## src/rtl/core/cdc_pkg.sv

```systemverilog
// shared types, command codes and arithmetic helpers for the drive command controller
`default_nettype none
package cdc_pkg;

    localparam int CodeW   = 16;
    localparam int WordW   = 32;
    localparam int LevelW  = 11;
    localparam int DiscW   = 19;
    localparam int TrackW  = 7;

    // command codes
    localparam logic [CodeW-1:0] C_STOP_AUDIO   = 16'h0002;
    localparam logic [CodeW-1:0] C_PAUSE_AUDIO  = 16'h0003;
    localparam logic [CodeW-1:0] C_RESUME_AUDIO = 16'h0004;
    localparam logic [CodeW-1:0] C_READ_HOLD    = 16'h0008;
    localparam logic [CodeW-1:0] C_READ_GO      = 16'h0009;
    localparam logic [CodeW-1:0] C_STOP_ALL     = 16'h0010;
    localparam logic [CodeW-1:0] C_PLAY_CONT    = 16'h0011;
    localparam logic [CodeW-1:0] C_PLAY_ONCE    = 16'h0012;
    localparam logic [CodeW-1:0] C_PLAY_REPEAT  = 16'h0013;
    localparam logic [CodeW-1:0] C_READ_TO_END  = 16'h0017;
    localparam logic [CodeW-1:0] C_SEEK         = 16'h0018;
    localparam logic [CodeW-1:0] C_READ_COUNT   = 16'h0020;
    localparam logic [CodeW-1:0] C_READ_RANGE   = 16'h0021;
    localparam logic [CodeW-1:0] C_NOP          = 16'h0080;
    localparam logic [CodeW-1:0] C_STATUS       = 16'h0081;
    localparam logic [CodeW-1:0] C_VOLUME       = 16'h0085;
    localparam logic [CodeW-1:0] C_FADE         = 16'h0086;
    localparam logic [CodeW-1:0] C_READ_ACK_A   = 16'h0087;
    localparam logic [CodeW-1:0] C_READ_ACK_B   = 16'h0088;
    localparam logic [CodeW-1:0] C_CANCEL       = 16'h0089;
    localparam logic [CodeW-1:0] C_CHECK_READY  = 16'h008a;
    localparam logic [CodeW-1:0] C_HEADER       = 16'h008b;
    localparam logic [CodeW-1:0] C_HEADER_CHK   = 16'h008c;
    localparam logic [CodeW-1:0] C_ADVANCE      = 16'h008d;

    // configuration register indexes
    localparam logic CFG_DISC_LENGTH = 1'b0;
    localparam logic CFG_LAST_TRACK  = 1'b1;

    localparam logic [LevelW-1:0] UNITY_LEVEL   = 11'd1024;
    localparam logic [WordW-1:0]  LEAD_IN       = 32'd150;
    localparam logic [WordW-1:0]  ST_AUDIO_HELD = 32'h0000_0500;
    localparam logic [WordW-1:0]  ST_AUDIO_ON   = 32'h0000_0100;
    localparam logic [WordW-1:0]  ST_READ_HELD  = 32'h0000_0005;
    localparam logic [WordW-1:0]  ST_READ_ON    = 32'h0000_0001;
    localparam logic [7:0]        HDR_MODE      = 8'h01;

    // reciprocals for division by 75, 60 and 10
    localparam logic [31:0] RECIP_75 = 32'd3665038759;  // floor(2^38 / 75)
    localparam logic [26:0] RECIP_60 = 27'd71582788;    // floor(2^32 / 60)
    localparam logic [20:0] RECIP_10 = 21'd1677721;     // floor(2^24 / 10)

    typedef struct packed {
        logic              err;
        logic              unsup;
        logic              hdr;
        logic [WordW-1:0]  result;
        logic              active;
        logic [LevelW-1:0] gain;
    } t_side;

    function automatic logic [LevelW-1:0] clamp_level(input logic [15:0] v);
        clamp_level = (v > 16'(UNITY_LEVEL)) ? UNITY_LEVEL : v[LevelW-1:0];
    endfunction

    // two bcd digits of a value below 100
    function automatic logic [7:0] bcd_small(input logic [6:0] v);
        logic [14:0] p;
        logic [3:0]  q;
        logic [6:0]  rem;
        p   = 15'(v) * 15'd205;
        q   = p[14:11];
        rem = v - 7'(q) * 7'd10;
        bcd_small = {q, rem[3:0]};
    endfunction

endpackage
`default_nettype wire

```

## src/rtl/core/cdc_cmd.sv

```systemverilog
// command decode, drive state registers and configuration registers
`default_nettype none
module cdc_cmd (
    input  wire logic                      i_clk,
    input  wire logic                      i_rst_n,
    input  wire logic                      i_accept,
    input  wire logic [15:0]               i_req_type,
    input  wire logic [15:0]               i_track_number,
    input  wire logic [31:0]               i_first_value,
    input  wire logic [31:0]               i_second_value,
    input  wire logic [31:0]               i_level_word,
    input  wire logic                      i_cfg_wr,
    input  wire logic                      i_cfg_addr,
    input  wire logic [18:0]               i_cfg_data,
    output cdc_pkg::t_side                 o_side,
    output logic [31:0]                    o_time
);

    logic [18:0] r_disc_length;
    logic [6:0]  r_last_track;

    logic [31:0] r_read_sector,  n_read_sector;
    logic [31:0] r_read_remaining, n_read_remaining;
    logic        r_read_held,    n_read_held;
    logic        r_audio_on,     n_audio_on;
    logic [6:0]  r_audio_track,  n_audio_track;
    logic [1:0]  r_audio_mode,   n_audio_mode;
    logic        r_audio_held,   n_audio_held;
    logic [10:0] r_cur_volume,   n_cur_volume;
    logic [10:0] r_master_level, n_master_level;
    logic [10:0] r_fade_goal,    n_fade_goal;
    logic [10:0] r_fade_inc,     n_fade_inc;

    logic [31:0] w_dl;
    logic [31:0] w_room;
    logic [31:0] w_count;
    logic [10:0] w_level;
    logic        w_idle;

    always_ff @(posedge i_clk) begin
        if (!i_rst_n) begin
            r_disc_length <= '0;
            r_last_track  <= 7'd1;
        end else if (i_cfg_wr) begin
            case (i_cfg_addr)
                cdc_pkg::CFG_DISC_LENGTH: r_disc_length <= i_cfg_data;
                cdc_pkg::CFG_LAST_TRACK:  r_last_track  <= i_cfg_data[6:0];
                default: ;
            endcase
        end
    end

    assign w_dl    = {13'd0, r_disc_length};
    assign w_room  = w_dl - i_first_value;
    assign w_level = cdc_pkg::clamp_level({1'b0, i_level_word[14:0]});
    assign w_idle  = (r_read_remaining == '0) || r_read_held;
    assign o_time  = r_read_sector + cdc_pkg::LEAD_IN;

    always_comb begin
        n_read_sector    = r_read_sector;
        n_read_remaining = r_read_remaining;
        n_read_held      = r_read_held;
        n_audio_on       = r_audio_on;
        n_audio_track    = r_audio_track;
        n_audio_mode     = r_audio_mode;
        n_audio_held     = r_audio_held;
        n_cur_volume     = r_cur_volume;
        n_master_level   = r_master_level;
        n_fade_goal      = r_fade_goal;
        n_fade_inc       = r_fade_inc;
        o_side.err       = 1'b0;
        o_side.unsup     = 1'b0;
        o_side.hdr       = 1'b0;
        o_side.result    = '0;
        w_count          = i_second_value;

        case (i_req_type)
            cdc_pkg::C_STOP_AUDIO:   n_audio_on   = 1'b0;
            cdc_pkg::C_PAUSE_AUDIO:  n_audio_held = 1'b1;
            cdc_pkg::C_RESUME_AUDIO: n_audio_held = 1'b0;
            cdc_pkg::C_PLAY_CONT, cdc_pkg::C_PLAY_ONCE, cdc_pkg::C_PLAY_REPEAT: begin
                if (i_track_number < 16'd2 || i_track_number > {9'd0, r_last_track}) begin
                    o_side.err   = 1'b1;
                    o_side.unsup = 1'b1;
                end else begin
                    n_audio_on    = 1'b1;
                    n_audio_track = 7'(i_track_number - 16'd1);
                    n_audio_held  = 1'b0;
                    n_audio_mode  = i_req_type[1:0];
                end
            end
            cdc_pkg::C_READ_HOLD: n_read_held = 1'b1;
            cdc_pkg::C_READ_GO:   n_read_held = 1'b0;
            cdc_pkg::C_SEEK: begin
                n_read_sector    = i_first_value;
                n_read_remaining = '0;
                n_read_held      = 1'b1;
                n_audio_on       = 1'b0;
                o_side.err       = (i_first_value >= w_dl);
            end
            cdc_pkg::C_STOP_ALL: begin
                n_audio_on       = 1'b0;
                n_read_remaining = '0;
            end
            cdc_pkg::C_NOP: ;
            cdc_pkg::C_STATUS: begin
                if (r_audio_on) begin
                    o_side.result = r_audio_held ? cdc_pkg::ST_AUDIO_HELD
                                                 : cdc_pkg::ST_AUDIO_ON;
                end
                if (r_read_remaining != '0) begin
                    o_side.result = o_side.result | (r_read_held ? cdc_pkg::ST_READ_HELD
                                                                 : cdc_pkg::ST_READ_ON);
                end
            end
            cdc_pkg::C_READ_TO_END, cdc_pkg::C_READ_COUNT, cdc_pkg::C_READ_RANGE: begin
                n_read_sector = i_first_value;
                n_read_held   = 1'b0;
                n_audio_on    = 1'b0;
                if (i_req_type == cdc_pkg::C_READ_TO_END) begin
                    w_count = w_room;
                end else if (i_req_type == cdc_pkg::C_READ_RANGE) begin
                    w_count = i_second_value - i_first_value;
                end
                if (i_first_value >= w_dl || w_count > w_room) begin
                    n_read_remaining = '0;
                    o_side.err       = 1'b1;
                end else begin
                    n_read_remaining = w_count;
                end
            end
            cdc_pkg::C_VOLUME: begin
                if (i_level_word[15]) begin
                    n_master_level = w_level;
                end else begin
                    n_cur_volume = w_level;
                    n_fade_goal  = w_level;
                    n_fade_inc   = '0;
                end
            end
            cdc_pkg::C_FADE: begin
                n_fade_goal = cdc_pkg::clamp_level(i_level_word[31:16]);
                n_fade_inc  = cdc_pkg::clamp_level(i_level_word[15:0]);
            end
            cdc_pkg::C_READ_ACK_A, cdc_pkg::C_READ_ACK_B: n_read_held = 1'b0;
            cdc_pkg::C_CANCEL:      n_read_remaining = '0;
            cdc_pkg::C_CHECK_READY: o_side.err = w_idle;
            cdc_pkg::C_HEADER: begin
                o_side.err = w_idle;
                o_side.hdr = !w_idle;
            end
            cdc_pkg::C_HEADER_CHK: begin
                o_side.err = w_idle || (r_read_sector >= w_dl);
                o_side.hdr = !o_side.err;
            end
            cdc_pkg::C_ADVANCE: begin
                if (r_read_remaining != '0) begin
                    n_read_sector    = r_read_sector + 32'd1;
                    n_read_remaining = r_read_remaining - 32'd1;
                end
            end
            default: begin
                o_side.err   = 1'b1;
                o_side.unsup = 1'b1;
            end
        endcase

        o_side.active = n_audio_on && !n_audio_held;
        o_side.gain   = (n_cur_volume < n_master_level) ? n_cur_volume : n_master_level;
    end

    always_ff @(posedge i_clk) begin
        if (!i_rst_n) begin
            r_read_sector    <= '0;
            r_read_remaining <= '0;
            r_read_held      <= 1'b0;
            r_audio_on       <= 1'b0;
            r_audio_track    <= '0;
            r_audio_mode     <= '0;
            r_audio_held     <= 1'b0;
            r_cur_volume     <= cdc_pkg::UNITY_LEVEL;
            r_master_level   <= cdc_pkg::UNITY_LEVEL;
            r_fade_goal      <= cdc_pkg::UNITY_LEVEL;
            r_fade_inc       <= '0;
        end else if (i_accept) begin
            r_read_sector    <= n_read_sector;
            r_read_remaining <= n_read_remaining;
            r_read_held      <= n_read_held;
            r_audio_on       <= n_audio_on;
            r_audio_track    <= n_audio_track;
            r_audio_mode     <= n_audio_mode;
            r_audio_held     <= n_audio_held;
            r_cur_volume     <= n_cur_volume;
            r_master_level   <= n_master_level;
            r_fade_goal      <= n_fade_goal;
            r_fade_inc       <= n_fade_inc;
        end
    end

endmodule
`default_nettype wire

```

## src/rtl/core/cdc_pipe.sv

```systemverilog
// result pipeline: minute-second-frame header conversion and output register
`default_nettype none
module cdc_pipe (
    input  wire logic            i_clk,
    input  wire logic            i_rst_n,
    input  wire logic            i_valid,
    input  wire cdc_pkg::t_side  i_side,
    input  wire logic [31:0]     i_time,
    input  wire logic            i_stall,
    output logic                 o_adv,
    output logic                 o_valid,
    output logic                 o_error_flag,
    output logic                 o_unsupported_flag,
    output logic [31:0]          o_result_value,
    output logic                 o_audio_active,
    output logic [10:0]          o_playback_gain
);

    logic [7:1] r_v;
    cdc_pkg::t_side r_side1, r_side2, r_side3, r_side4, r_side5, r_side6, r_side7;

    logic [31:0] r_t1, r_t2;
    logic [25:0] r_qa;
    logic [25:0] r_q75_3, r_q75_4, n_q75;
    logic [6:0]  r_f3, r_f4, r_f5, r_f6, r_f7, n_f;
    logic [19:0] r_qb;
    logic [19:0] r_m5, r_m6, n_m;
    logic [5:0]  r_s5, r_s6, r_s7, n_s;
    logic [16:0] r_qc;
    logic [3:0]  r_mt, n_mt;
    logic [3:0]  r_md, n_md;

    logic [63:0] w_p1;
    logic [52:0] w_p2;
    logic [40:0] w_p3;
    logic [7:0]  w_r1;
    logic [6:0]  w_r2;
    logic [4:0]  w_r3;
    logic [16:0] w_qc;

    assign o_adv = !o_valid || !i_stall;

    assign w_p1 = 64'(r_t1) * 64'(cdc_pkg::RECIP_75);
    assign w_p2 = 53'(r_q75_3) * 53'(cdc_pkg::RECIP_60);
    assign w_p3 = 41'(r_m5) * 41'(cdc_pkg::RECIP_10);

    // quotient estimates are exact or one low; one compare and subtract fixes them
    always_comb begin
        w_r1 = 8'(r_t2 - 32'(r_qa) * 32'd75);
        if (w_r1 >= 8'd75) begin
            n_q75 = r_qa + 26'd1;
            n_f   = 7'(w_r1 - 8'd75);
        end else begin
            n_q75 = r_qa;
            n_f   = w_r1[6:0];
        end

        w_r2 = 7'(r_q75_4 - 26'(r_qb) * 26'd60);
        if (w_r2 >= 7'd60) begin
            n_m = r_qb + 20'd1;
            n_s = 6'(w_r2 - 7'd60);
        end else begin
            n_m = r_qb;
            n_s = w_r2[5:0];
        end

        w_r3 = 5'(r_m6 - 20'(r_qc) * 20'd10);
        if (w_r3 >= 5'd10) begin
            w_qc = r_qc + 17'd1;
            n_md = 4'(w_r3 - 5'd10);
        end else begin
            w_qc = r_qc;
            n_md = w_r3[3:0];
        end
        n_mt = w_qc[3:0];
    end

    always_ff @(posedge i_clk) begin
        if (!i_rst_n) begin
            r_v     <= '0;
            o_valid <= 1'b0;
        end else if (o_adv) begin
            r_v     <= {r_v[6:1], i_valid};
            o_valid <= r_v[7];
        end
    end

    always_ff @(posedge i_clk) begin
        if (o_adv) begin
            r_side1 <= i_side;
            r_t1    <= i_time;
            r_qa    <= w_p1[63:38];
            r_t2    <= r_t1;
            r_side2 <= r_side1;
            r_q75_3 <= n_q75;
            r_f3    <= n_f;
            r_side3 <= r_side2;
            r_qb    <= w_p2[51:32];
            r_q75_4 <= r_q75_3;
            r_f4    <= r_f3;
            r_side4 <= r_side3;
            r_m5    <= n_m;
            r_s5    <= n_s;
            r_f5    <= r_f4;
            r_side5 <= r_side4;
            r_qc    <= w_p3[40:24];
            r_m6    <= r_m5;
            r_s6    <= r_s5;
            r_f6    <= r_f5;
            r_side6 <= r_side5;
            r_mt    <= n_mt;
            r_md    <= n_md;
            r_s7    <= r_s6;
            r_f7    <= r_f6;
            r_side7 <= r_side6;

            o_error_flag       <= r_side7.err;
            o_unsupported_flag <= r_side7.unsup;
            o_audio_active     <= r_side7.active;
            o_playback_gain    <= r_side7.gain;
            o_result_value     <= r_side7.hdr
                ? {r_mt, r_md, cdc_pkg::bcd_small({1'b0, r_s7}),
                   cdc_pkg::bcd_small(r_f7), cdc_pkg::HDR_MODE}
                : r_side7.result;
        end
    end

endmodule
`default_nettype wire

```

## src/rtl/core/cd_drive_command_controller.sv

```systemverilog
// top level of the drive command controller
//
//  channel  | direction | handshake               | payload
//  command  | in        | i_valid / o_stall       | req_type, track_number, first/second_value,
//           |           |                         | level_word
//  result   | out       | o_valid / i_stall       | error/unsupported flags, result_value,
//           |           |                         | audio_active, playback_gain
//  config   | in        | i_cfg_wr                | i_cfg_addr, i_cfg_data
//
// one command transfer per cycle while the result channel is not stalled; each result passes
// through the staged reciprocal divisions of the sector header conversion
// drive state updates at the command transfer edge
// a stalled valid result freezes the whole pipeline and raises o_stall
// synchronous active-low reset restores the power-up drive and volume state
`default_nettype none
module cd_drive_command_controller (
    input  wire logic        i_clk,
    input  wire logic        i_rst_n,
    input  wire logic        i_valid,
    output logic             o_stall,
    input  wire logic [15:0] i_req_type,
    input  wire logic [15:0] i_track_number,
    input  wire logic [31:0] i_first_value,
    input  wire logic [31:0] i_second_value,
    input  wire logic [31:0] i_level_word,
    output logic             o_valid,
    input  wire logic        i_stall,
    output logic             o_error_flag,
    output logic             o_unsupported_flag,
    output logic [31:0]      o_result_value,
    output logic             o_audio_active,
    output logic [10:0]      o_playback_gain,
    input  wire logic        i_cfg_wr,
    input  wire logic        i_cfg_addr,
    input  wire logic [18:0] i_cfg_data
);

    logic           w_adv;
    logic           w_accept;
    cdc_pkg::t_side w_side;
    logic [31:0]    w_time;

    assign o_stall  = !w_adv;
    assign w_accept = i_valid && w_adv;

    cdc_cmd u_cmd (
        .i_clk          (i_clk),
        .i_rst_n        (i_rst_n),
        .i_accept       (w_accept),
        .i_req_type     (i_req_type),
        .i_track_number (i_track_number),
        .i_first_value  (i_first_value),
        .i_second_value (i_second_value),
        .i_level_word   (i_level_word),
        .i_cfg_wr       (i_cfg_wr),
        .i_cfg_addr     (i_cfg_addr),
        .i_cfg_data     (i_cfg_data),
        .o_side         (w_side),
        .o_time         (w_time)
    );

    cdc_pipe u_pipe (
        .i_clk              (i_clk),
        .i_rst_n            (i_rst_n),
        .i_valid            (w_accept),
        .i_side             (w_side),
        .i_time             (w_time),
        .i_stall            (i_stall),
        .o_adv              (w_adv),
        .o_valid            (o_valid),
        .o_error_flag       (o_error_flag),
        .o_unsupported_flag (o_unsupported_flag),
        .o_result_value     (o_result_value),
        .o_audio_active     (o_audio_active),
        .o_playback_gain    (o_playback_gain)
    );

endmodule
`default_nettype wire

```

## config.mk

```make
export PLATFORM = sky130hd
export DESIGN_NAME = cd_drive_command_controller
export DESIGN_NICKNAME = d
export VERILOG_FILES = /design/src/rtl/core/cdc_pkg.sv /design/src/rtl/core/cdc_cmd.sv /design/src/rtl/core/cdc_pipe.sv /design/src/rtl/core/cd_drive_command_controller.sv
export SDC_FILE = /design/constraint.sdc
export NUM_CORES = 2
export LEC_CHECK = 0
export BUFFER_PORTS_ARGS = -buffer_cell sky130_fd_sc_hd__buf_4
export CAP_MARGIN = 0
export CORE_UTILIZATION = 30
export DETAILED_ROUTE_END_ITERATION = 10
export HOLD_SLACK_MARGIN = 0.02
export PLACE_DENSITY = 0.46
export SYNTH_ARGS = -nofsm -noshare
export SYNTH_HDL_FRONTEND = slang
export SYNTH_SLANG_ARGS = --single-unit
```

## constraint.sdc

```tcl
create_clock -name i_clk -period 33.2 [get_ports i_clk]
set_clock_uncertainty 0.15 [all_clocks]
set_input_delay 4.98 -clock i_clk [delete_from_list [all_inputs] [get_ports i_clk]]
set_output_delay 4.98 -clock i_clk [all_outputs]
set_load 0.05 [all_outputs]
```

==> metrics <==
iteration count of the initial detailed-routing pass=5; n_diodes=0; RSZ-0062 raised after global routing=false; clk root buf=clkbuf_16; Netlist cell types=95; final worst path period share=34.7%; Final min period=11.51 ns; WL final=144000 um; Seq/Total Area, Yosys=25.8%; post-synthesis cell area=53800 um^2; worst slew pin tran=1.16 ns; CP Data Arrival Time=6.38 ns; Post-synth ARST share=0%; worst-path fanout max=52; antenna violations before repair=2; gpl congestion=0.877; Hold WC Path Type=flop to flop; Die Wd=426 um; WS Path Type=primary input to output pin; placed wire-length estimate=119000 um; CTS resizes=0; startpoint class of the critical path=primary input; outcome=finished, final reports clean; Final Instance Area=59900 um^2; detailed-route DRC error count=0; multiplexer area fraction after synthesis=0.460%; slew margin rel.=22.7%; Simple-Gate Fraction of Synth Area=9.13%; core footprint=178000 um^2; Cells after Synth=5189; first-pass GRT wire length=224000 um; area leader, netlist=fa_1; Placed Cells=7659; pwr/cell area=39.8 nW/um^2; Starting Density=30.2%; Hold Vio Cnt, Final=0; Yosys warning count=0; hold depth=0; IO Port Bufs=177; number of synthesized flops with an enable pin=381; Max-cap violations=0; synthesized flop and latch total=504; clk_lat worst skew=0.67 ns; count leader, synth=inv_1; clock tree sinks=504; Clock Path Buffers=3; via density per instance=4.77; CTS buffer count=56; Slew Limit Fails=0; Tot GR Track Use=15.9%; FP Rows=155; grt total ovfl=0; Die Footprint=181000 um^2; number of global-route vias before repair=38.0k; largest net degree at the start of global routing=192; H-Tree Depth=2; Top FF cell, synth=edfxtp_1; CTS Hold Bufs=0; synth top area cells=fa_1 22%, edfxtp_1 21%, ha_1 20%; WL/cell=18.6 um; Iter 0 DRT Violations=2124; R2R depth=23; die span in y=426 um; share of the synthesized area in the top cell type=22.4%; Synth Area in XOR/XNOR=4.18%; Vias=37.0k; CTS tree=built; largest family of logic cells by synthesized area=adder cells; layout cells sized above 1=6.97%; VDD IR max=0.0722 mV; Worst-path clk slew=0.06 ns; Layout area overhead=11.2%; maximum clock rate=0.0869 GHz; final setup vio count=0; total power=2.38 mW; Crit. End Element=output pin; Ports=201; Net count, final=6995; final setup TNS=0 ns; Synth Area in Adders=42.8%; DP Area=58000 um^2; Avg Synthesized Cell Area=10.4 um^2; remaining antenna violation count=0; post-synthesis compound-gate area fraction=10.2%; Worst Path Required=28.07 ns; LEAKAGE=29.9 nW; filler-free cell count of the finished design=7765; post-CTS setup buffers=0; Commonest cells post-synth=944 x inv_1, 879 x ha_1, 601 x fa_1, 381 x edfxtp_1, 309 x a21oi_1
==> worst max-delay path, stage by stage <==
cell,delay [ns]
buf_4,0.12
nand2_4,0.49
clkinv_1,0.44
buf_4,0.31
==> power breakdown <==
| group | internal, mW | switching (mW) |
|---|---|---|
| logic | 0.399 | 0.532 |
| registers | 0.770 | 0.0436 |
| clock network | 0.353 | 0.284 |
| total | 1.52 | 0.859 |
==> cells by family after synthesis <==
group / Yosys count
AO/OA/AOI/OAI: 862
flip-flops: 504
buffers and inverters: 1051
other: 1
multiplexers: 24
XOR/XNOR: 257
AND/OR/NAND/NOR: 1010
adder cells (fa/ha/maj): 1480
==> layer usage <==
| layer | vias up | GRT usage, % | wire length (um) |
|---|---|---|---|
| met5 | - | 0 | 13 |
| met2 | 704 | 26.3 | 67600 |
| met3 | 174 | 1.93 | 5430 |
| met4 | 2 | 4.29 | 3860 |
| li1 | 17920 | - | - |
| met1 | 18228 | 21.9 | 67400 |
==> area by class of cell <==
type                            count  area [um^2]
Fill cell                       18091       118000
Multi-Input combinational cell   3640        36000
Sequential cell                   504        13900
Inverter                          947         3550
Tap cell                         2355         2950
Timing Repair Buffer              213         1610
Clock buffer                       64         1460
Clock inverter                     42          419
==> stage by stage <==
step	setup WS (ns)	hold slack, ns	utilization, %
2_1_floorplan	10.35	0.250	-
3_3_place_gp	21.63	0.251	32.5
3_5_place_dp	21.63	0.255	32.5
4_1_cts	21.63	0.188	33.6
5_1_grt	21.53	0.205	33.6
6_report	21.69	0.211	33.6
==> flip-flops by register name, indices dropped and copies added (netlist names), 11 cells and up <==
name,count
u_cmd.r_disc_length,19
u_pipe.r_side4,19
u_pipe.o_result_value,25
u_cmd.r_read_remaining,32
u_pipe.r_q75_3,26
u_pipe.r_qb,20
u_pipe.r_t1,32
u_pipe.r_side1,19
u_pipe.r_side5,19
u_pipe.r_m5,20
u_pipe.o_playback_gain,11
u_cmd.r_master_level,11
u_cmd.r_cur_volume,11
u_pipe.r_side7,19
u_pipe.r_side3,19
u_pipe.r_side6,19
u_cmd.r_read_sector,32
u_pipe.r_qa,26
u_pipe.r_side2,19
==> cell usage in the layout, fill, tap and decap left out, drive strengths merged, types with 11 or more instances in the layout <==
cell type | Yosys | final
inv | 946 | 951
o211ai | 21 | 21
edfxtp | 381 | 381
dfxtp | 123 | 123
and3 | 34 | 34
o21a | 29 | 29
o31ai | 16 | 16
and4 | 17 | 17
nand4 | 54 | 54
or2 | 18 | 18
nand2 | 277 | 277
clkinv | 1 | 29
nand3 | 93 | 93
nor2b | 29 | 29
xnor2 | 154 | 154
a211oi | 65 | 65
fa | 601 | 601
and2 | 42 | 42
nor4 | 24 | 24
a21o | 100 | 100
mux2i | 18 | 18
or3 | 12 | 12
xor2 | 103 | 103
o21bai | 23 | 23
nor3 | 79 | 79
ha | 879 | 879
a21oi | 312 | 312
nor2 | 270 | 270
nand2b | 26 | 26
clkbuf | 77 | 64
a31oi | 25 | 25
a31o | 11 | 11
buf | 27 | 213
o21ai | 160 | 160
==> final timing paths <==
| check | from | end | slack, ns |
|---|---|---|---|
| worst min-delay path | u_pipe.r_side6[20] | u_pipe.r_side7[20] | 0.21 |
| worst min register to register | u_pipe.r_side6[20] | u_pipe.r_side7[20] | 0.21 |
| worst max register to register | u_pipe.r_t1[12] | u_pipe.r_qa[24] | 23.98 |
| worst max-delay path | i_stall | o_stall | 21.69 |
Note: power is estimated with default switching activity, not from simulation.
